==> src/rtl/core/byte_code_cpu_step_macros.svh <==
// Assertion macros for the byte-code core RTL, used by the back end.
`ifndef BYTE_CODE_CPU_STEP_MACROS_SVH
`define BYTE_CODE_CPU_STEP_MACROS_SVH

// Property checked at every rising clock edge outside reset.
`define BCCS_ASSERT(label, prop, msg) \
  label: assert property (@(posedge clk_i) disable iff (!rst_ni) (prop)) \
    else $error(msg);

// Condition that must never be true outside reset.
`define BCCS_ASSERT_NEVER(label, cond, msg) \
  `BCCS_ASSERT(label, !(cond), msg)

`endif

==> src/rtl/core/bccs_pkg.sv <==
// Package with the types, constants and opcodes of the byte-code core.
`timescale 1ns / 1ps
package bccs_pkg;

  // Local memory size in bytes; must be a power of two.
  localparam int unsigned MEM_BYTES = 65536;
  localparam int unsigned MEM_AW    = $clog2(MEM_BYTES);

  // Depth of the request queue between front and back.
  localparam int unsigned QDEPTH = 2;
  localparam int unsigned QPW    = (QDEPTH > 1) ? $clog2(QDEPTH) : 1;
  localparam int unsigned QCW    = $clog2(QDEPTH + 1);

  // Input kinds as they arrive on the request channel.
  localparam logic [1:0] KIND_WRITE = 2'd0;
  localparam logic [1:0] KIND_READ  = 2'd1;
  localparam logic [1:0] KIND_EXEC  = 2'd2;

  // Opcodes.
  localparam logic [7:0] OPC_STOP  = 8'h00;
  localparam logic [7:0] OPC_LDB   = 8'h01;
  localparam logic [7:0] OPC_LDW   = 8'h02;
  localparam logic [7:0] OPC_MVDA1 = 8'h03;
  localparam logic [7:0] OPC_STA1  = 8'h04;
  localparam logic [7:0] OPC_MVA1D = 8'h05;
  localparam logic [7:0] OPC_MVD2D = 8'h06;
  localparam logic [7:0] OPC_MVDD2 = 8'h07;
  localparam logic [7:0] OPC_MVDA2 = 8'h08;
  localparam logic [7:0] OPC_INC   = 8'h09;
  localparam logic [7:0] OPC_DEC   = 8'h0A;
  localparam logic [7:0] OPC_JMP   = 8'h0B;
  localparam logic [7:0] OPC_JZ    = 8'h0C;
  localparam logic [7:0] OPC_JNZ   = 8'h0D;
  localparam logic [7:0] OPC_STA2  = 8'h0E;
  localparam logic [7:0] OPC_LDA1  = 8'h0F;
  localparam logic [7:0] OPC_LDA2  = 8'h10;
  localparam logic [7:0] OPC_TST   = 8'h11;
  localparam logic [7:0] OPC_TSTB  = 8'h12;
  localparam logic [7:0] OPC_MVA2D = 8'h13;
  localparam logic [7:0] OPC_NOP   = 8'hFF;

  localparam logic [15:0] HI_MASK = 16'hFF00;

  // Classified request operation.
  typedef enum logic [1:0] {
    OP_WRITE = 2'd0,
    OP_READ  = 2'd1,
    OP_EXEC  = 2'd2,
    OP_NONE  = 2'd3
  } op_e;

  typedef struct packed {
    op_e               op;
    logic [MEM_AW-1:0] addr;
    logic [7:0]        wdata;
  } req_t;

  // Status from the back end to the front end.
  typedef struct packed {
    logic clearing;
  } back_status_t;

  typedef enum logic [6:0] {
    ST_CLEAR  = 7'b0000001,
    ST_IDLE   = 7'b0000010,
    ST_RD     = 7'b0000100,
    ST_OPC    = 7'b0001000,
    ST_IMM_LO = 7'b0010000,
    ST_IMM_HI = 7'b0100000,
    ST_DATA   = 7'b1000000
  } state_e;

  typedef struct packed {
    logic [7:0]  read_byte;
    logic [15:0] instr_pointer;
    logic [15:0] data_reg_one;
    logic [15:0] data_reg_two;
    logic [15:0] addr_reg_one;
    logic [15:0] addr_reg_two;
    logic [7:0]  last_opcode;
    logic        zero_flag;
    logic        halted;
    logic        bad_opcode;
  } rsp_t;

endpackage

==> src/rtl/core/bccs_if.sv <==
// Request and response channel interfaces of the byte-code core.
`timescale 1ns / 1ps
interface bccs_in_if;
  logic        valid;
  logic        ready;
  logic [1:0]  kind;
  logic [15:0] address;
  logic [7:0]  write_byte;

  modport source (output valid, kind, address, write_byte, input ready);
  modport sink   (input valid, kind, address, write_byte, output ready);
endinterface


==> src/rtl/core/bccs_front.sv <==
// Front end: accepts requests, classifies them and hands them to the queue.
`timescale 1ns / 1ps
module bccs_front (
  input  logic                  clk_i,
  input  logic                  rst_ni,
  bccs_in_if.sink               req_i,
  input  bccs_pkg::back_status_t status_i,
  output logic                  push_valid_o,
  output bccs_pkg::req_t        push_req_o,
  input  logic                  push_ready_i
);

  logic           valid_q, valid_d;
  bccs_pkg::req_t req_q, req_d;
  logic           push;
  logic           take;

  assign push = valid_q && push_ready_i;
  // No request is taken while the back end sweeps the memory after reset.
  assign req_i.ready = !status_i.clearing && (!valid_q || push_ready_i);
  assign take = req_i.valid && req_i.ready;

  always_comb begin
    valid_d = valid_q;
    req_d   = req_q;
    if (push) begin
      valid_d = 1'b0;
    end
    if (take) begin
      valid_d     = 1'b1;
      req_d.addr  = req_i.address[bccs_pkg::MEM_AW-1:0];
      req_d.wdata = req_i.write_byte;
      case (req_i.kind)
        bccs_pkg::KIND_WRITE: req_d.op = bccs_pkg::OP_WRITE;
        bccs_pkg::KIND_READ:  req_d.op = bccs_pkg::OP_READ;
        bccs_pkg::KIND_EXEC:  req_d.op = bccs_pkg::OP_EXEC;
        default:              req_d.op = bccs_pkg::OP_NONE;
      endcase
    end
  end

  always_ff @(posedge clk_i or negedge rst_ni) begin
    if (!rst_ni) begin
      valid_q <= 1'b0;
    end else begin
      valid_q <= valid_d;
    end
  end

  always_ff @(posedge clk_i) begin
    req_q <= req_d;
  end

  assign push_valid_o = valid_q;
  assign push_req_o   = req_q;

endmodule

==> src/flat_wrapper.sv <==
// flat-port wrapper written by rule: the top's interface ports become plain ports
module bccs_front_flat 
  (clk_i, rst_ni, status_i, push_valid_o, push_req_o, push_ready_i, req_i_valid, req_i_kind, req_i_address, req_i_write_byte, req_i_ready);
  bccs_in_if req_i_i ();
  input  logic clk_i;
  input  logic rst_ni;
  input  bccs_pkg::back_status_t status_i;
  output logic push_valid_o;
  output bccs_pkg::req_t push_req_o;
  input  logic push_ready_i;
  input wire logic [$bits(req_i_i.valid)-1:0] req_i_valid;
  input wire logic [$bits(req_i_i.kind)-1:0] req_i_kind;
  input wire logic [$bits(req_i_i.address)-1:0] req_i_address;
  input wire logic [$bits(req_i_i.write_byte)-1:0] req_i_write_byte;
  output wire logic [$bits(req_i_i.ready)-1:0] req_i_ready;
  assign req_i_i.valid = req_i_valid;
  assign req_i_i.kind = req_i_kind;
  assign req_i_i.address = req_i_address;
  assign req_i_i.write_byte = req_i_write_byte;
  assign req_i_ready = req_i_i.ready;
  bccs_front u_core (.clk_i(clk_i), .rst_ni(rst_ni), .req_i(req_i_i), .status_i(status_i), .push_valid_o(push_valid_o), .push_req_o(push_req_o), .push_ready_i(push_ready_i));
endmodule
==> config.mk <==
export PLATFORM = sky130hd
export DESIGN_NAME = bccs_front_flat
export DESIGN_NICKNAME = d
export VERILOG_FILES = /design/src/rtl/core/byte_code_cpu_step_macros.svh /design/src/rtl/core/bccs_pkg.sv /design/src/rtl/core/bccs_if.sv /design/src/rtl/core/bccs_front.sv /design/src/flat_wrapper.sv
export SDC_FILE = /design/constraint.sdc
export NUM_CORES = 1
export LEC_CHECK = 0
export ABC_AREA = 1
export BUFFER_PORTS_ARGS = -buffer_cell sky130_fd_sc_hd__buf_2
export CAP_MARGIN = 10
export CELL_PAD_IN_SITES_DETAIL_PLACEMENT = 1
export CELL_PAD_IN_SITES_GLOBAL_PLACEMENT = 1
export CORE_MARGIN = 4
export CORE_UTILIZATION = 33
export DETAILED_ROUTE_END_ITERATION = 8
export HOLD_SLACK_MARGIN = 0.02
export PLACE_DENSITY = 0.91
export SYNTH_ARGS = -nofsm -noshare
export SYNTH_HDL_FRONTEND = slang
export SYNTH_SLANG_ARGS = --single-unit
export TNS_END_PERCENT = 50
==> constraint.sdc <==
create_clock -name clk_i -period 5.18 [get_ports clk_i]
set_clock_uncertainty 0.15 [all_clocks]
set_input_delay 0.777 -clock clk_i [delete_from_list [all_inputs] [get_ports clk_i]]
set_output_delay 0.777 -clock clk_i [all_outputs]
set_load 0.1 [all_outputs]
======== Yosys cells after proc, flatten, opt, wreduce, memory -nomap -nowiden ========
Cells that the tools add are included.
storage, ports and cells
  flip-flop bits (word level) ............. 27
  bits of input ports ..................... 31
cells by class
  equality and inequality tests ........... 2
  mux-type cells .......................... 3
  reduce and logical (&&, ||, !) cells .... 8
operators by type and width
  kind                                                              count
  2-bit one-hot mux with 3 select lines                             1
  1-bit logical AND                                                 3
  2-bit by 1-bit == test with 1-bit output (second input constant)  1
  2-bit == test (second input constant)                             1
  1-bit zero test                                                   2
  2-bit zero test                                                   1
  1-bit two-way mux                                                 2
  2-bit nonzero test                                                1
  1-bit logical OR                                                  1

======== Longest topological paths before layout ========
  word-level depth ........................ 5
  depth in mapped cells ................... 4
  gate-level depth less buffers ........... 4

======== Worst setup path after synthesis ========
OpenSTA, ideal clock, no wires.
  path kind ............................... reg-to-output
  from .................................... reg u_core.valid_q, in the netlist u_core.push_valid_o
  to ...................................... out req_i_ready
  arrival ................................. 1.596 ns
  path slack .............................. 2.657 ns
  buffers on the path ..................... 0
  cell stages (with the launch flop) ...... 4
  cells stage by stage .................... dfrtp_1 nand2_2 nand2_2 inv_1
between the ends
  word-level cells in the longest chain between the ends .. 3
ends and longest elaborated chain
  what                      RTL line            RTL
  start: declaration        bccs_front.sv:13    logic valid_q, valid_d;
  start signal: assignment  bccs_front.sv:46    valid_q <= valid_d;
  1-bit zero test           bccs_front.sv:20    assign req_i.ready = !status_i.clearing && (!valid_q || push_ready_i);
  1-bit logical OR          bccs_front.sv:20
  1-bit logical AND         bccs_front.sv:20
  end: declaration          flat_wrapper.sv:15  output wire logic [$bits(req_i_i.ready)-1:0] req_i_ready;
No other way between the ends.

======== Final worst setup path ========
  from .................................... in push_ready_i
  to ...................................... out req_i_ready
between the ends
  word-level cells in the longest chain between the ends .. 2
ends and longest elaborated chain
  what                RTL line            RTL
  start: declaration  flat_wrapper.sv:10  input logic push_ready_i;
  1-bit logical OR    bccs_front.sv:20
  1-bit logical AND   bccs_front.sv:20
No other way between the ends.

==> run summary <==
Routed Antenna Nets -> 0
Largest stage delay, worst path -> 0.41 ns
# IOs -> 59
Final Hold Violating Endpoints -> 0
Max Fclk -> 0.417 GHz
Avg Synthesized Cell Area -> 23.0 µm²
Fin crit share -> 46.3%
DIE HEIGHT -> 58.8 µm
Routability congestion estimate from global placement -> 0.628
First-pass GRT wire length -> 2620 µm
Xor/xnor share of the synthesized area -> 0%
CTS H-Tree Depth -> 1
Area share of fa/ha/maj cells after synthesis -> 0%
IO buf count -> 58
Clock Latency Late Sink -> 0.31 ns
Die width -> 58.8 µm
Largest family of logic cells by synthesized area -> buffers and inverters
Buf/Inv on CP -> 4
Total wire length -> 1780 µm
Max-cap viol count -> 0
Die area -> 0.00346 mm²
Min Clock Period, post-route -> 2.40 ns
Worst hold path type -> reg2reg
P_leak -> 0.541 nW
Drt first pass iters -> 2
Vias per cell -> 4.16
Total core area -> 0.00248 mm²
Status -> complete, no violations
Placed instance area -> 0.00118 mm²
GRT Total Usage -> 10.5%
Setup Viol. Count Final -> 0
CTS max path bufs -> 2
Kind of critical path -> in2out
Yosys warnings -> 0
Slew Viols, Final -> 0
Congestion Overflow GR -> 0
Worst r2r src -> u_core.push_valid_o
Critical-path maximum fanout -> 2
Startpoint Class -> input port
Vias in the first global route -> 580
Worst-path cell chain -> buf_2 > inv_1 > nand2_2 > nand2_2 > inv_1 > buf_2
Gate Count Post-Synth -> 37
CTS clk-pin slew, worst paths -> 0.13 ns
Arrival time at the worst endpoint -> 1.47 ns
Crit path max-delay family -> buffers and inverters
Mapped cell area -> 852 µm²
Hold Crit Depth -> 2
Final Power -> 436 µW
Crit end category -> output port
Initial core utilization -> 34.4%
Synthesized flop and latch total -> 27
Nets -> 131
Row Count -> 18
Area delta synth->final -> 42.9%
CP Data Required Time -> 4.25 ns
Drc violations -> 0
R2R depth -> 4
Net Count, Synth -> 68
Slew margin rel. -> 66.8%
Max VDD drop -> 0.199 mV
Worst Max-Slew Pin Slew -> 0.501 ns
Num CTS Buffers -> 3
RSZ-0062 raised after global routing -> no
TritonCTS clock tree -> done
Commonest non-fill, non-tap cells in the layout -> 58 x buf_2, 26 x edfxtp_1, 4 x inv_1
Reg-to-Reg End -> u_core.push_req_o[9]
Largest net degree at the start of global routing -> 27
Routed vias -> 536
Clock sink total -> 27
Multiplexer share of the synthesized area -> 0%
Post-route cell area -> 0.00122 mm²
Antenna cells -> 0
Critical path's slowest cell -> buf_2
DP Wirelength -> 1430 µm
Synth Area in Compound Gates -> 0.587%
Per-cell routed wire length -> 13.8 µm
Share of cells above drive strength 1 -> 66.7%
Simple logic cell fraction of the synthesized area -> 2.20%
Clk root buf -> clkbuf_4
Hold path endpoint -> u_core.push_valid_o
Setup Total Neg Slack -> 0 ns
Cell Pwr Density -> 358 mW/mm²
DRT iter0 DRCs -> 7
Commonest non-fill, non-tap cell in the layout -> buf_2
Synth unique cells -> 7
R2R setup slack -> 3.77 ns
Seq/Total Area, Yosys -> 94.6%
Hold wc startpoint -> u_core.push_valid_o
Initial antenna violation count -> 0
[worst max path at each step]
stage | startpoint | to | slack, ns | cells after the start
finish | push_ready_i | req_i_ready | 2.78 | 6
detailed placement | push_ready_i | req_i_ready | 2.78 | 6
floorplan | u_core.push_valid_o | req_i_ready | 2.66 | 3
global placement | push_ready_i | req_i_ready | 2.81 | 6
CTS | push_ready_i | req_i_ready | 2.78 | 6
global route | push_ready_i | req_i_ready | 2.74 | 6
[per-stage QoR]
stage / instances / utilization, % / hold WS (ns) / setup slack [ns]
finish: 129 / 49.1 / 0.393 / 2.78
global placement: 124 / 47.6 / 0.343 / 2.81
floorplan: 37 / - / 0.331 / 2.66
global route: 129 / 49.1 / 0.443 / 2.74
CTS: 128 / 48.7 / 0.0364 / 2.78
detailed placement: 124 / 47.6 / 0.364 / 2.78
[registers in the layout, summed over array words and instances, names as in the netlist]
register	count
u_core.push_valid_o	1
u_core.push_req_o	26
[cells by family (layout without fill, tap and decap cells)]
group,count (synthesis),in the layout
DFF,27,27
buffers and inverters,6,68
and+or+nand+nor,3,3
AOI/OAI and AO/OA,1,1
[layout make-up]
| cell class | instances | area (µm²) |
|---|---|---|
| Clock buffer | 3 | 22.5 |
| Fill cell | 281 | 1260 |
| Timing Repair Buffer | 60 | 308 |
| Tap cell | 30 | 37.5 |
| Multi-Input combinational cell | 4 | 23.8 |
| Inverter | 4 | 15.0 |
| Sequential cell | 27 | 806 |
| Clock inverter | 1 | 5.00 |
[metal layers]
layer  part of all wire, %  GRT usage (%)  vias up
met4                  0.78           4.85        0
met2                    60           19.2       29
li1                      -              -      257
met3                   9.4           3.07        2
met5                     0              0        -
met1                    30           10.8      248
[worst register-to-register path, stage by stage (launching register included)]
cell and delay (ns):
dfrtp_1 0.41, nand2_2 0.08, nand2_2 0.06, nor2_2 0.08
buf_4 0.32
[what timing repair did]
item / in CTS / in global routing
hold endpoints to repair: 0 / 1
hold buffers: 0 / 1
resized for setup: 0 / 0
setup endpoints to repair: 0 / 0
buffers inserted: 0 / 0
[power breakdown]
group          internal (mW)  switching [mW]  leakage [nW]  total, mW
Combinational         0.0158          0.0810         0.269     0.0968
Clock                 0.0289          0.0573        0.0177     0.0862
Sequential             0.251         0.00228         0.254      0.253
[synthesized netlist by cell type]
cell	instances	area, µm²
inv_1	4	15.0
nor2_2	1	6.26
nand2_2	2	12.5
o21ai_0	1	5.00
edfxtp_1	26	781
clkbuf_1	2	7.51
dfrtp_1	1	25.0
(Power assumes the default switching activity.)
