$ cat src/rtl/core/byte_code_cpu_step_macros.svh
// Assertion macros for the byte-code core RTL, used by the back end.
`ifndef BYTE_CODE_CPU_STEP_MACROS_SVH
`define BYTE_CODE_CPU_STEP_MACROS_SVH

// Property checked at every rising clock edge outside reset.
`define BCCS_ASSERT(label, prop, msg) \
  label: assert property (@(posedge clk_i) disable iff (!rst_ni) (prop)) \
    else $error(msg);

// Condition that must never be true outside reset.
`define BCCS_ASSERT_NEVER(label, cond, msg) \
  `BCCS_ASSERT(label, !(cond), msg)

`endif

$ cat src/rtl/core/bccs_pkg.sv
// Package with the types, constants and opcodes of the byte-code core.
`timescale 1ns / 1ps
package bccs_pkg;

  // Local memory size in bytes; must be a power of two.
  localparam int unsigned MEM_BYTES = 65536;
  localparam int unsigned MEM_AW    = $clog2(MEM_BYTES);

  // Depth of the request queue between front and back.
  localparam int unsigned QDEPTH = 2;
  localparam int unsigned QPW    = (QDEPTH > 1) ? $clog2(QDEPTH) : 1;
  localparam int unsigned QCW    = $clog2(QDEPTH + 1);

  // Input kinds as they arrive on the request channel.
  localparam logic [1:0] KIND_WRITE = 2'd0;
  localparam logic [1:0] KIND_READ  = 2'd1;
  localparam logic [1:0] KIND_EXEC  = 2'd2;

  // Opcodes.
  localparam logic [7:0] OPC_STOP  = 8'h00;
  localparam logic [7:0] OPC_LDB   = 8'h01;
  localparam logic [7:0] OPC_LDW   = 8'h02;
  localparam logic [7:0] OPC_MVDA1 = 8'h03;
  localparam logic [7:0] OPC_STA1  = 8'h04;
  localparam logic [7:0] OPC_MVA1D = 8'h05;
  localparam logic [7:0] OPC_MVD2D = 8'h06;
  localparam logic [7:0] OPC_MVDD2 = 8'h07;
  localparam logic [7:0] OPC_MVDA2 = 8'h08;
  localparam logic [7:0] OPC_INC   = 8'h09;
  localparam logic [7:0] OPC_DEC   = 8'h0A;
  localparam logic [7:0] OPC_JMP   = 8'h0B;
  localparam logic [7:0] OPC_JZ    = 8'h0C;
  localparam logic [7:0] OPC_JNZ   = 8'h0D;
  localparam logic [7:0] OPC_STA2  = 8'h0E;
  localparam logic [7:0] OPC_LDA1  = 8'h0F;
  localparam logic [7:0] OPC_LDA2  = 8'h10;
  localparam logic [7:0] OPC_TST   = 8'h11;
  localparam logic [7:0] OPC_TSTB  = 8'h12;
  localparam logic [7:0] OPC_MVA2D = 8'h13;
  localparam logic [7:0] OPC_NOP   = 8'hFF;

  localparam logic [15:0] HI_MASK = 16'hFF00;

  // Classified request operation.
  typedef enum logic [1:0] {
    OP_WRITE = 2'd0,
    OP_READ  = 2'd1,
    OP_EXEC  = 2'd2,
    OP_NONE  = 2'd3
  } op_e;

  typedef struct packed {
    op_e               op;
    logic [MEM_AW-1:0] addr;
    logic [7:0]        wdata;
  } req_t;

  // Status from the back end to the front end.
  typedef struct packed {
    logic clearing;
  } back_status_t;

  typedef enum logic [6:0] {
    ST_CLEAR  = 7'b0000001,
    ST_IDLE   = 7'b0000010,
    ST_RD     = 7'b0000100,
    ST_OPC    = 7'b0001000,
    ST_IMM_LO = 7'b0010000,
    ST_IMM_HI = 7'b0100000,
    ST_DATA   = 7'b1000000
  } state_e;

  typedef struct packed {
    logic [7:0]  read_byte;
    logic [15:0] instr_pointer;
    logic [15:0] data_reg_one;
    logic [15:0] data_reg_two;
    logic [15:0] addr_reg_one;
    logic [15:0] addr_reg_two;
    logic [7:0]  last_opcode;
    logic        zero_flag;
    logic        halted;
    logic        bad_opcode;
  } rsp_t;

endpackage

$ cat src/rtl/core/bccs_queue.sv
// Short request queue between the front end and the back end.
`timescale 1ns / 1ps
module bccs_queue (
  input  logic           clk_i,
  input  logic           rst_ni,
  input  logic           push_valid_i,
  input  bccs_pkg::req_t push_req_i,
  output logic           push_ready_o,
  output logic           pop_valid_o,
  output bccs_pkg::req_t pop_req_o,
  input  logic           pop_ready_i
);

  bccs_pkg::req_t                  entry_q [bccs_pkg::QDEPTH];
  logic [bccs_pkg::QPW-1:0]        wptr_q, wptr_d;
  logic [bccs_pkg::QPW-1:0]        rptr_q, rptr_d;
  logic [bccs_pkg::QCW-1:0]        cnt_q, cnt_d;
  logic                            push, pop;

  localparam logic [bccs_pkg::QPW-1:0] LAST = bccs_pkg::QPW'(bccs_pkg::QDEPTH - 1);
  localparam logic [bccs_pkg::QCW-1:0] FULL = bccs_pkg::QCW'(bccs_pkg::QDEPTH);

  assign push_ready_o = (cnt_q != FULL);
  assign pop_valid_o  = (cnt_q != '0);
  assign pop_req_o    = entry_q[rptr_q];
  assign push = push_valid_i && push_ready_o;
  assign pop  = pop_valid_o && pop_ready_i;

  always_comb begin
    wptr_d = wptr_q;
    rptr_d = rptr_q;
    cnt_d  = cnt_q;
    if (push) begin
      wptr_d = (wptr_q == LAST) ? '0 : wptr_q + 1'b1;
    end
    if (pop) begin
      rptr_d = (rptr_q == LAST) ? '0 : rptr_q + 1'b1;
    end
    if (push && !pop) begin
      cnt_d = cnt_q + 1'b1;
    end else if (pop && !push) begin
      cnt_d = cnt_q - 1'b1;
    end
  end

  always_ff @(posedge clk_i or negedge rst_ni) begin
    if (!rst_ni) begin
      wptr_q <= '0;
      rptr_q <= '0;
      cnt_q  <= '0;
    end else begin
      wptr_q <= wptr_d;
      rptr_q <= rptr_d;
      cnt_q  <= cnt_d;
    end
  end

  always_ff @(posedge clk_i) begin
    if (push) begin
      entry_q[wptr_q] <= push_req_i;
    end
  end

endmodule

$ cat config.mk
export PLATFORM = sky130hd
export DESIGN_NAME = bccs_queue
export DESIGN_NICKNAME = d
export VERILOG_FILES = /design/src/rtl/core/byte_code_cpu_step_macros.svh /design/src/rtl/core/bccs_pkg.sv /design/src/rtl/core/bccs_queue.sv
export SDC_FILE = /design/constraint.sdc
export NUM_CORES = 1
export LEC_CHECK = 0
export BUFFER_PORTS_ARGS = -buffer_cell sky130_fd_sc_hd__buf_2
export CAP_MARGIN = 20
export CORE_UTILIZATION = 45
export DETAILED_ROUTE_END_ITERATION = 6
export GPL_TIMING_DRIVEN = 0
export PLACE_DENSITY_LB_ADDON = 0.08
export SYNTH_ARGS = -nofsm -noshare
export SYNTH_HDL_FRONTEND = slang
export SYNTH_SLANG_ARGS = --single-unit
$ cat constraint.sdc
create_clock -name clk_i -period 6.6 [get_ports clk_i]
set_clock_uncertainty 0.05 [all_clocks]
set_input_delay 0.99 -clock clk_i [delete_from_list [all_inputs] [get_ports clk_i]]
set_output_delay 0.99 -clock clk_i [all_outputs]
set_load 0.02 [all_outputs]
After elaboration in Yosys (flattened, before gate mapping)
Memories as Yosys holds them, arrays and structs flattened.
Cells that the tools add are included.
- RAM bits: 52
- logic and storage cells: 23
- bits of input ports: 30
- register bits: 4
- output and inout port bits: 28
- memories kept: 1
- memories (name ; depth ; bits a word ; read ports ; clocked after memory_dff ; wr ports ; RTL line ; source):
    entry_q ; 2 ; 26 ; 1 ; 0 ; 1 ; bccs_queue.sv:14 ; bccs_pkg::req_t entry_q [bccs_pkg::QDEPTH];
- reduce and logical (&&, ||, !) cells: 8
- add/sub/neg operators: 4
- equal/unequal tests: 1
- multiplexer cells: 6
- operators by type and width (operator ; number):
    logical AND 1 bit ; 4
    2-to-1 mux 1 bit ; 4
    2-to-1 mux 2 bit ; 2
    nonzero test 2 bit ; 2
    adder 1 bit (second input constant) ; 2
    adder 2 x 1 -> 2 bit (second input constant) ; 1
    logical NOT 1 bit ; 2
    inequality test 2 bit (second input constant) ; 1
    subtractor 2 x 1 -> 2 bit (second input constant) ; 1

Depth between registers and ports, before layout
Gate-level depths: netlist (run 1).
- depth in word-level cells: 6
- mapped depth: 7

Worst setup path before layout (run 1)
Ideal clock, no wire load.
- path kind: input to register
- start: in push_valid_i
- end: mem entry_q[0][0] (netlist name), enable pin
- stages on the path: 2
- arrival: 2.194 ns
- setup slack: 3.947 ns
- required time: 6.141 ns
- cell sequence: nand2_1 > nor2_1
- longest elaborated chain between the ends: 3
- ends and longest elaborated chain (what ; RTL line ; source):
    from (decl) ; bccs_queue.sv:6 ; input logic push_valid_i,
    logical AND 1 bit ; bccs_queue.sv:26 ; assign push = push_valid_i && push_ready_o;
    2-to-1 mux 1 bit ; bccs_queue.sv:59 ; if (push) begin
    2-to-1 mux 1 bit (implied by the code) ; bccs_queue.sv:60 ; entry_q[wptr_q] <= push_req_i;
    to (decl) ; bccs_queue.sv:14 ;
Every way passes these cells.

==> results of run 1 <==
## critical path, stage by stage, from the launching register on
cell	delay, ns
dfrtp_1	0.38
buf_6	0.15
buf_12	0.15
mux2_4	0.30
buf_2	0.16
## layer usage
layer | wire length [um] | part of all wire, % | global-route usage (%)
met1 | 1200 | 37 | 14.2
met2 | 1830 | 56 | 27.4
met3 | 190 | 5.8 | 5.63
met4 | 25 | 0.77 | 5.88
met5 | 0 | 0 | 0
## layout by cell type (no fill, tap or decap)
master	netlist	routed
buf_2	0	57
edfxtp_1	52	52
mux2_4	19	19
mux2_2	7	7
clkbuf_8	0	5
dfrtp_1	4	4
xnor2_1	3	3
buf_6	1	2
buf_12	2	2
nand2_1	2	2
xor2_1	2	2
nand2b_1	1	1
inv_1	1	1
or2_1	1	1
and3_1	1	1
nor2_2	0	1
nor2_1	2	1
ha_1	1	1
inv_6	0	1
clkinv_1	0	1
clkinv_2	0	1
buf_8	0	1
## kinds of logic (layout without fill, tap and decap cells)
logic type / Yosys count / after routing
buffers and inverters: 4 / 71
adders and majority gates: 1 / 1
and+or+nand+nor: 7 / 7
muxes: 26 / 26
DFF: 56 / 56
xor gates and xnor gates: 5 / 5
## Yosys cell counts
cell / number / area, um2
xnor2_1: 3 / 26.3
edfxtp_1: 52 / 1560
and3_1: 1 / 6.26
nand2b_1: 1 / 6.26
nor2_1: 2 / 7.51
mux2_4: 19 / 285
dfrtp_1: 4 / 100
mux2_2: 7 / 78.8
buf_6: 1 / 11.3
nand2_1: 2 / 7.51
xor2_1: 2 / 17.5
ha_1: 1 / 12.5
buf_12: 2 / 40.0
inv_1: 1 / 3.75
or2_1: 1 / 6.26
## state kept, by name, indices dropped and copies added (netlist names)
name	flops
entry_q	52
cnt_q	2
rptr_q	1
wptr_q	1
## per-stage QoR
stage / cell area [um2] / std cells
6_report: 2640 / 218
3_5_place_dp: 2550 / 210
2_1_floorplan: 2170 / 99
4_1_cts: 2640 / 218
5_1_grt: 2640 / 218
3_3_place_gp: 2520 / 208
## final cells by class
type	count	share of cell area [%]
inverter	1	0.142
multi-input combinational	39	17.3
clock buffer	5	2.61
clock inverter	3	0.664
sequential	56	63.0
timing repair buffer	59	11.8
buffer	3	1.95
tap	52	2.47
## path summary, 6_finish.rpt
kind                            startpoint              to  slack [ns]  depth (start not counted)
max in group asynchronous           rst_ni        cnt_q[0]        5.95                          1
worst max-delay path                rptr_q    pop_req_o[3]        4.12                          4
min in group clk_i                cnt_q[1]        cnt_q[1]        0.46                          1
worst max register to register    cnt_q[0]  entry_q[0][23]        4.63                          4
worst min register to register    cnt_q[1]        cnt_q[1]        0.46                          1
worst min-delay path                rst_ni          wptr_q        0.43                          1
## power groups by stage
stage          clock network (mW)  registers [mW]  logic, mW
2_1_floorplan                   0           0.516      0.362
3_3_place_gp                    0           0.521      0.468
3_5_place_dp                    0           0.524      0.489
4_1_cts                     0.187           0.516      0.491
5_1_grt                     0.200           0.523      0.520
6_report                    0.179           0.514      0.483
==> impl_metrics.py, run 1 <==
metrics = {
    "routing": {
        "dr.first_iter.drc_count": 63,
        "wirelength_um": 3250,
        "drc": 0,
        "ant_nets": 0,
        "post_drt_wl_per_cell_um": 14.9,
        "avgViaCountPerCell": 4.91,
        "drt_first_pass_iters": 4,
        "num_vias": 1071,
    },
    "power": {
        "pwr-share-comb_pct": 41.1,
        "power.total_mw": 1.18,
        "p_clk_share_pct": 15.2,
        "leakage_nw": 1.07,
        "powerDensity_nw_per_um2": 446,
        "ir_worst_vdd_mv": 0.263,
        "intPower_mw": 0.788,
        "power.switching_mw": 0.388,
        "switching_share_pct": 33.0,
        "seqPwrFrac_pct": 43.7,
    },
    "synth": {
        "synth_cells": 99,
        "synth_warnings": 0,
        "synthAdderAreaFrac_pct": 0.576,
        "syn_nets": 130,
        "synth-xor-area-share_pct": 2.02,
        "synth_top_family_by_area": "multiplexers",
        "synth-simple-area-share_pct": 1.56,
        "syn_area_um2": 2170,
        "seq_area_frac_synth_pct": 76.5,
        "synth_compound_area_share_pct": 0,
        "postSynthAreaPerCell_um2": 21.9,
        "yosysUniqueCellTypes": 15,
        "ys_seq_elements": 56,
        "muxShareOfSynthArea_pct": 16.8,
    },
    "cells_and_area": {
        "syn2layout_area_growth_pct": 21.4,
        "multiInputGateArea_um2": 457,
        "seq_area_um2": 1660,
        "nets": 196,
        "drive_gt1_share_pct": 57.8,
        "n_fill_cell": 346,
        "antenna_cells": 0,
        "final_util_pct": 58.5,
    },
    "clock_network": {
        "cts_buffers": 5,
        "post_cts_buffers": 0,
        "cts_resized": 0,
        "htree_levels": 2,
        "tritoncts": "yes",
        "cts.clk_slew.worst_paths_ns": 0.09,
        "root_buffer": "clkbuf_8",
        "insertion_delay_ns": 0.30,
        "cts.sinks": 56,
        "holdBufCountCts": 0,
        "clockBufferDepth": 2,
    },
    "place": {
        "hpwlAfterDp_um": 2260,
        "place_congestion": 0.588,
        "place_ws_ns": 4.08,
        "io_buffers": 57,
    },
    "floorplan": {
        "pin_count": 58,
        "start_util_pct": 48.2,
        "die_area_um2": 5110,
        "core_um2": 4500,
        "die_w_um": 71.5,
        "rows": 24,
        "die_h_um": 71.5,
    },
    "status": {
        "outcome": "finished clean",
    },
    "worst_setup_path": {
        "critPathArrivalTime_ns": 1.44,
        "cp_max_fo": 10,
        "critPathKind": "reg2out",
        "cp.required_ns": 5.56,
        "start_kind": "register",
        "crit_path_end_kind": "output port",
    },
    "hold_path": {
        "hold_class": "in2async",
    },
    "timing": {
        "setup_viol": 0,
        "slew_viol_final": 0,
        "worst_slew_pin_slew_ns": 0.870,
        "period_minus_slack_ns": 2.48,
        "finalCritPeriodShare_pct": 37.6,
        "fin_ws_ns": 4.12,
        "final_hold_viol_count": 0,
        "clock.fmax_mhz": 403,
        "slew_headroom_pct": 42.0,
        "tns_ns": 0,
        "fin_hold_ws_ns": 0.428,
        "rsz0062_at_grt": "no",
    },
    "run": {
        "cap_viol_max_count": 0,
    },
    "grt": {
        "grt_pass1_vias": 1171,
        "grt_remaining_overflow": 0,
        "grt_usage_pct": 14.6,
        "grt_max_degree": 21,
        "grt_pass1_wl_um": 5330,
        "antenna_found_initial": 0,
    },
}
No activity file was read; power rests on OpenSTA's default activity.
==> run 2: changes to the inputs <==
--- a/config.mk
+++ b/config.mk
@@ -5,6 +5,7 @@
 export SDC_FILE = /design/constraint.sdc
 export NUM_CORES = 1
 export LEC_CHECK = 0
+export ABC_AREA = 1
 export BUFFER_PORTS_ARGS = -buffer_cell sky130_fd_sc_hd__buf_2
 export CAP_MARGIN = 20
 export CORE_UTILIZATION = 45
==> constraint.sdc (replaced) <==
create_clock -name clk_i -period 2.05 [get_ports clk_i]
set_clock_uncertainty 0.05 [all_clocks]
set_input_delay 0.3075 -clock clk_i [delete_from_list [all_inputs] [get_ports clk_i]]
set_output_delay 0.3075 -clock clk_i [all_outputs]
set_load 0.02 [all_outputs]
==> run 2 against run 1 <==
  * The run now ends with DRC left
  * First-iteration DRC count fell by 46%
  * Non-clock buffer count rose by 3
  * Area after synthesis fell by 0.69%
  * Clock power rose to 3.8 times the previous value
  * Combinational power rose to 3.4 times the previous value
  * Sequential share of layout area fell by 0.83 points
  * Register-to-register slack got worse by 4.4 ns
  * Setup slack got worse by 3.9 ns
  * Routed wire length rose by 11%
  * Total power rose to 3.4 times the previous value
  * Critical path type is now reg2reg
  * Sequential cell count did not move
==> impl_metrics.py, run 2 <==
metrics = {
    "status": {
        "outcome": "finished, violations left",
        "violations": "DRC",
    },
    "floorplan": {
        "core_um2": 4470,
        "die_h_um": 71.2,
        "die_w_um": 71.2,
        "die_area_um2": 5070,
        "pin_count": 58,
        "rows": 24,
        "start_util_pct": 48.2,
    },
    "synth": {
        "synth_cells": 164,
        "synth_area_leaders": "edfxtp_1 72%, nand2_1 14%, dfrtp_1 4.6%",
        "synth_top_area_cell": "edfxtp_1",
        "synth_most_common_cell": "nand2_1",
        "synth_warnings": 0,
        "ys_seq_elements": 56,
        "synth-async-reset-ratio_pct": 7.14,
        "synth_top_area_share_pct": 72.4,
        "synth-main-ff-cell": "edfxtp_1",
        "syn_nets": 195,
        "postSynthAreaPerCell_um2": 13.1,
        "seq_area_frac_synth_pct": 77.1,
        "synth-edff-count": 52,
        "synthTopCellsByCount": "80 x nand2_1, 52 x edfxtp_1, 8 x nand2_2, 5 x inv_1, 4 x dfrtp_1",
        "syn_area_um2": 2160,
        "yosysUniqueCellTypes": 16,
    },
    "clock_network": {
        "htree_levels": 2,
        "insertion_delay_ns": 0.30,
        "post_cts_buffers": 0,
        "clockBufferDepth": 2,
        "root_buffer": "clkbuf_8",
        "holdBufCountCts": 1,
        "cts_resized": 0,
        "cts_buffers": 5,
        "cts.clk_slew.worst_paths_ns": 0.09,
        "cts.sinks": 56,
        "tritoncts": "yes",
    },
    "cells_and_area": {
        "syn2layout_area_growth_pct": 23.9,
        "largest_register": "entry_q",
        "seq_area_um2": 1660,
        "largest_reg_flops": 52,
        "reg.largest.list": "entry_q x52, cnt_q x2",
        "drive_gt1_share_pct": 35.8,
        "nets": 262,
        "design_area_um2": 2670,
        "antenna_cells": 0,
        "final_util_pct": 59.7,
        "layout.cells.most_common": "nand2_1",
        "n_fill_cell": 353,
        "multiInputGateArea_um2": 409,
        "instances_no_fill": 284,
        "layout_common_cells": "80 x nand2_1, 57 x buf_2, 52 x edfxtp_1",
    },
    "grt": {
        "grt_usage_pct": 15.8,
        "grt_max_degree": 19,
        "grt_pass1_wl_um": 6000,
        "grt_remaining_overflow": 0,
        "antenna_found_initial": 0,
        "grt_pass1_vias": 1447,
    },
    "timing": {
        "final_hold_viol_count": 0,
        "rsz0062_at_grt": "no",
        "worst_slew_pin_slew_ns": 0.764,
        "setup_viol": 0,
        "finalCritPeriodShare_pct": 89.7,
        "clock.fmax_mhz": 544,
        "slew_headroom_pct": 49.0,
        "slew_viol_final": 0,
        "period_minus_slack_ns": 1.84,
    },
    "place": {
        "placed_area_um2": 2550,
        "io_buffers": 57,
        "hpwlAfterDp_um": 2590,
        "place_congestion": 0.709,
        "dp.cells": 275,
    },
    "worst_setup_path": {
        "crit_path_end_kind": "register",
        "critPathArrivalTime_ns": 1.80,
        "cp_max_fo": 14,
        "r2r_slack_ns": 0.21,
        "start_kind": "register",
        "critPathKind": "reg2reg",
        "cp.required_ns": 2.01,
    },
    "run": {
        "cap_viol_max_count": 0,
    },
    "routing": {
        "num_vias": 1348,
        "dr.first_iter.drc_count": 34,
        "drc": 3,
        "drt_first_pass_iters": 6,
        "ant_nets": 0,
        "post_drt_wl_per_cell_um": 12.7,
        "avgViaCountPerCell": 4.75,
        "wirelength_um": 3620,
    },
    "power": {
        "powerDensity_nw_per_um2": 1490,
        "ir_worst_vdd_mv": 0.743,
        "power.total_mw": 3.97,
        "leakage_nw": 1.18,
    },
    "hold_path": {
        "hold_class": "in2reg",
    },
}
[run 2: stage by stage]
stage | TNS (ns) | hold slack (ns) | setup WS, ns
2_1_floorplan | -9.01 | -0.0381 | -0.173
3_3_place_gp | -35.29 | 0.0669 | -0.697
3_5_place_dp | 0 | 0.0696 | 0.202
4_1_cts | 0 | 0.127 | 0.176
5_1_grt | 0 | 0.127 | 0.0934
6_report | 0 | 0.137 | 0.210
[run 2: layer usage]
metal  up-vias  routed length (um)  global-route usage, %
li1        676                   -                      -
met1       624                1400                   16.5
met2        40                1950                   29.7
met3         8                 198                   3.66
met4         0                  66                   7.78
met5         -                   0                      0
[run 2: area by class of cell]
type | instances | share of cell area, %
sequential | 56 | 62.2
multi-input combinational | 96 | 15.3
timing repair buffer | 60 | 12.6
clock buffer | 6 | 2.72
tap | 52 | 2.44
buffer | 5 | 2.11
clock inverter | 2 | 1.31
inverter | 7 | 1.26
[run 2: kinds of logic after synthesis]
family	share of synthesized area, %
xor gates and xnor gates	0.813
adders and majority gates	0.580
buffers and inverters	4.18
DFF	77.1
and+or+nand+nor	17.4
[run 2: worst paths after layout]
| check | start | endpoint | cells after the start |
|---|---|---|---|
| setup / recovery | cnt_q[0] | entry_q[1][4] | 5 |
| hold / removal | push_req_i[13] | entry_q[0][13] | 1 |
| setup reg to reg | cnt_q[0] | entry_q[1][4] | 5 |
| hold reg to reg | cnt_q[0] | cnt_q[0] | 1 |
| max in group asynchronous | rst_ni | wptr_q | 2 |
| min in group asynchronous | rst_ni | cnt_q[0] | 2 |
[run 2: power breakdown]
part	switching [mW]	leakage, nW	internal [mW]
clock	0.325	0.0552	0.363
combinational	1.07	0.598	0.561
sequential	0.0826	0.531	1.57
total	1.48	1.18	2.49
[run 2: worst max-delay path, stage by stage, from the launching register on]
cell,delay (ns)
dfrtp_1,0.41
inv_2,0.08
nand2_2,0.07
nand2_2,0.09
nor2_2,0.60
buf_8,0.25
==> run 3: changes to the inputs <==
--- a/config.mk
+++ b/config.mk
@@ -8,6 +8,7 @@
 export ABC_AREA = 1
 export BUFFER_PORTS_ARGS = -buffer_cell sky130_fd_sc_hd__buf_2
 export CAP_MARGIN = 20
+export CORE_MARGIN = 1.5
 export CORE_UTILIZATION = 45
 export DETAILED_ROUTE_END_ITERATION = 6
 export GPL_TIMING_DRIVEN = 0
==> run 3 against run 2 <==
  * The flow now finishes without violations
  * Die area up 2.8%
  * Combinational power about the same
  * Register-to-register slack better by 0.02 ns
  * Utilization down 0.81 points
  * Routed wire length up 3.9%
  * Cell count unchanged
  * Sequential power about the same
  * Global-route usage up 0.55 points
  * Hold slack worse by 0.0062 ns
  * Non-clock buffer count unchanged
  * Sequential share of layout area up 0.86 points
  * Critical path depth unchanged
  * Largest cell class unchanged
  * Largest power group unchanged
==> impl_metrics.py, run 3 (synthesis results as in run 2) <==
metrics = {
    "cells_and_area": {
        "reg.largest.list": "entry_q x52, cnt_q x2",
        "largest_register": "entry_q",
        "final_util_pct": 58.9,
        "largest_reg_flops": 52,
        "layout.cells.most_common": "nand2_1",
        "nets": 262,
        "layout_common_cells": "80 x nand2_1, 57 x buf_2, 52 x edfxtp_1",
        "drive_gt1_share_pct": 35.3,
        "antenna_cells": 0,
        "syn2layout_area_growth_pct": 22.2,
        "instances_no_fill": 284,
    },
    "grt": {
        "grt_usage_pct": 16.4,
        "grt_pass1_wl_um": 6240,
        "grt_remaining_overflow": 0,
        "grt_max_degree": 17,
        "antenna_found_initial": 0,
        "grt_pass1_vias": 1383,
    },
    "worst_setup_path": {
        "path_delay_family": "simple AND/OR/NAND/NOR gates",
        "slowest_delay_ns": 0.60,
        "path_buf_inv": 2,
        "crit_path_end_kind": "register",
        "timing.rr.end": "entry_q[1][1]",
        "start_kind": "register",
        "critPathSlowestCell": "nor2_2",
        "r2r_slack_ns": 0.23,
        "path_common_cell": "nand2_2",
        "rr_startpoint": "cnt_q[0]",
        "r2r_cells": 5,
        "critPathArrivalTime_ns": 1.79,
        "path_cells": "inv_2 -> nand2_2 -> nand2_2 -> nor2_2 -> buf_8",
        "cp_max_fo": 14,
        "critPathKind": "reg2reg",
        "cp.required_ns": 2.02,
    },
    "timing": {
        "finalCritPeriodShare_pct": 88.9,
        "rsz0062_at_grt": "no",
        "fin_hold_ws_ns": 0.131,
        "final_hold_viol_count": 0,
        "period_minus_slack_ns": 1.82,
        "slew_headroom_pct": 48.5,
        "setup_viol": 0,
        "slew_viol_final": 0,
        "worst_slew_pin_slew_ns": 0.772,
        "clock.fmax_mhz": 548,
    },
    "clock_network": {
        "cts.sinks": 56,
        "tritoncts": "yes",
        "cts_resized": 0,
        "root_buffer": "clkbuf_8",
        "cts_buffers": 5,
        "htree_levels": 2,
        "clockBufferDepth": 2,
        "insertion_delay_ns": 0.30,
        "cts.clk_slew.worst_paths_ns": 0.10,
    },
    "floorplan": {
        "rows": 24,
        "die_w_um": 72.2,
        "start_util_pct": 48.2,
        "die_area_um2": 5220,
        "pin_count": 58,
        "die_h_um": 72.2,
        "core_um2": 4470,
    },
    "power": {
        "leakage_nw": 1.16,
        "ir_worst_vdd_mv": 0.597,
        "power.total_mw": 3.85,
        "powerDensity_nw_per_um2": 1460,
    },
    "hold_path": {
        "hold_depth": 1,
        "hold_class": "in2reg",
        "hold_start": "push_req_i[13]",
        "hold-path-endpoint": "entry_q[1][13]",
    },
    "routing": {
        "dr.first_iter.drc_count": 57,
        "post_drt_wl_per_cell_um": 13.2,
        "avgViaCountPerCell": 4.77,
        "drt_first_pass_iters": 4,
        "drc": 0,
        "wirelength_um": 3760,
        "num_vias": 1354,
        "ant_nets": 0,
    },
    "run": {
        "cap_viol_max_count": 0,
    },
    "place": {
        "hpwlAfterDp_um": 2770,
        "dp.cells": 275,
        "io_buffers": 57,
        "place_congestion": 0.708,
    },
    "status": {
        "outcome": "finished clean",
    },
}
==> run 3: cell count changes in the layout (fill, tap and decap cells not counted), sizes merged <==
| cell | previous run | this run |
|---|---|---|
| clkinvlp | 0 | 1 |
| bufinv | 1 | 0 |
==> run 3: worst register-to-register path, delay by kind of cell (launching register included) <==
kind,cells,cell delay (ns)
simple gates,3,0.76
buf+inv,2,0.33
flops,1,0.41
==> run 3: layout make-up <==
type                            instances  area, um2
Fill cell                             373       1840
Multi-Input combinational cell         96        409
Buffer                                  5       56.3
Clock inverter                          2       11.3
Sequential cell                        56       1660
Tap cell                               52       65.1
Timing Repair Buffer                   60        325
Inverter                                7       33.8
Clock buffer                            6       72.6
==> run 3: where the power goes <==
part / internal (mW) / switching [mW]
Sequential: 1.57 / 0.0824
Combinational: 0.544 / 1.08
Clock: 0.238 / 0.330
Total: 2.35 / 1.50
==> run 3: what timing repair did <==
action,4_1_cts,5_1_grt
setup buffers,0,0
hold buffers,1,0
endpoints found under the hold margin,4,0
==> run 3: how the worst max path moves through the flow <==
stage | start | to | cells after the start
global route | cnt_q[0] | entry_q[1][25] | 5
global placement | cnt_q[0] | entry_q[0][1] | 4
floorplan | cnt_q[0] | entry_q[0][0] | 4
detailed placement | cnt_q[0] | entry_q[1][1] | 5
finish | cnt_q[0] | entry_q[1][1] | 5
CTS | cnt_q[0] | entry_q[0][14] | 5
==> run 3: metrics by stage <==
step                      cell area, um2  setup WS, ns  TNS, ns
after floorplan                     2160        -0.173    -9.01
after global routing                2640        0.0403        0
final                               2640         0.227        0
after global placement              2510        -0.640   -33.23
after CTS                           2640         0.183        0
after detailed placement            2540         0.195        0
==> run 3: layer usage <==
metal  share of wire, %  routed length, um  vias up  GRT usage, %
met1                 40               1510      633          17.8
met2                 53               1990       40          29.3
met4                1.4                 53        0          5.03
met3                5.7                214        6          6.53
met5                  0                  0        -             0
li1                   -                  -      675             -
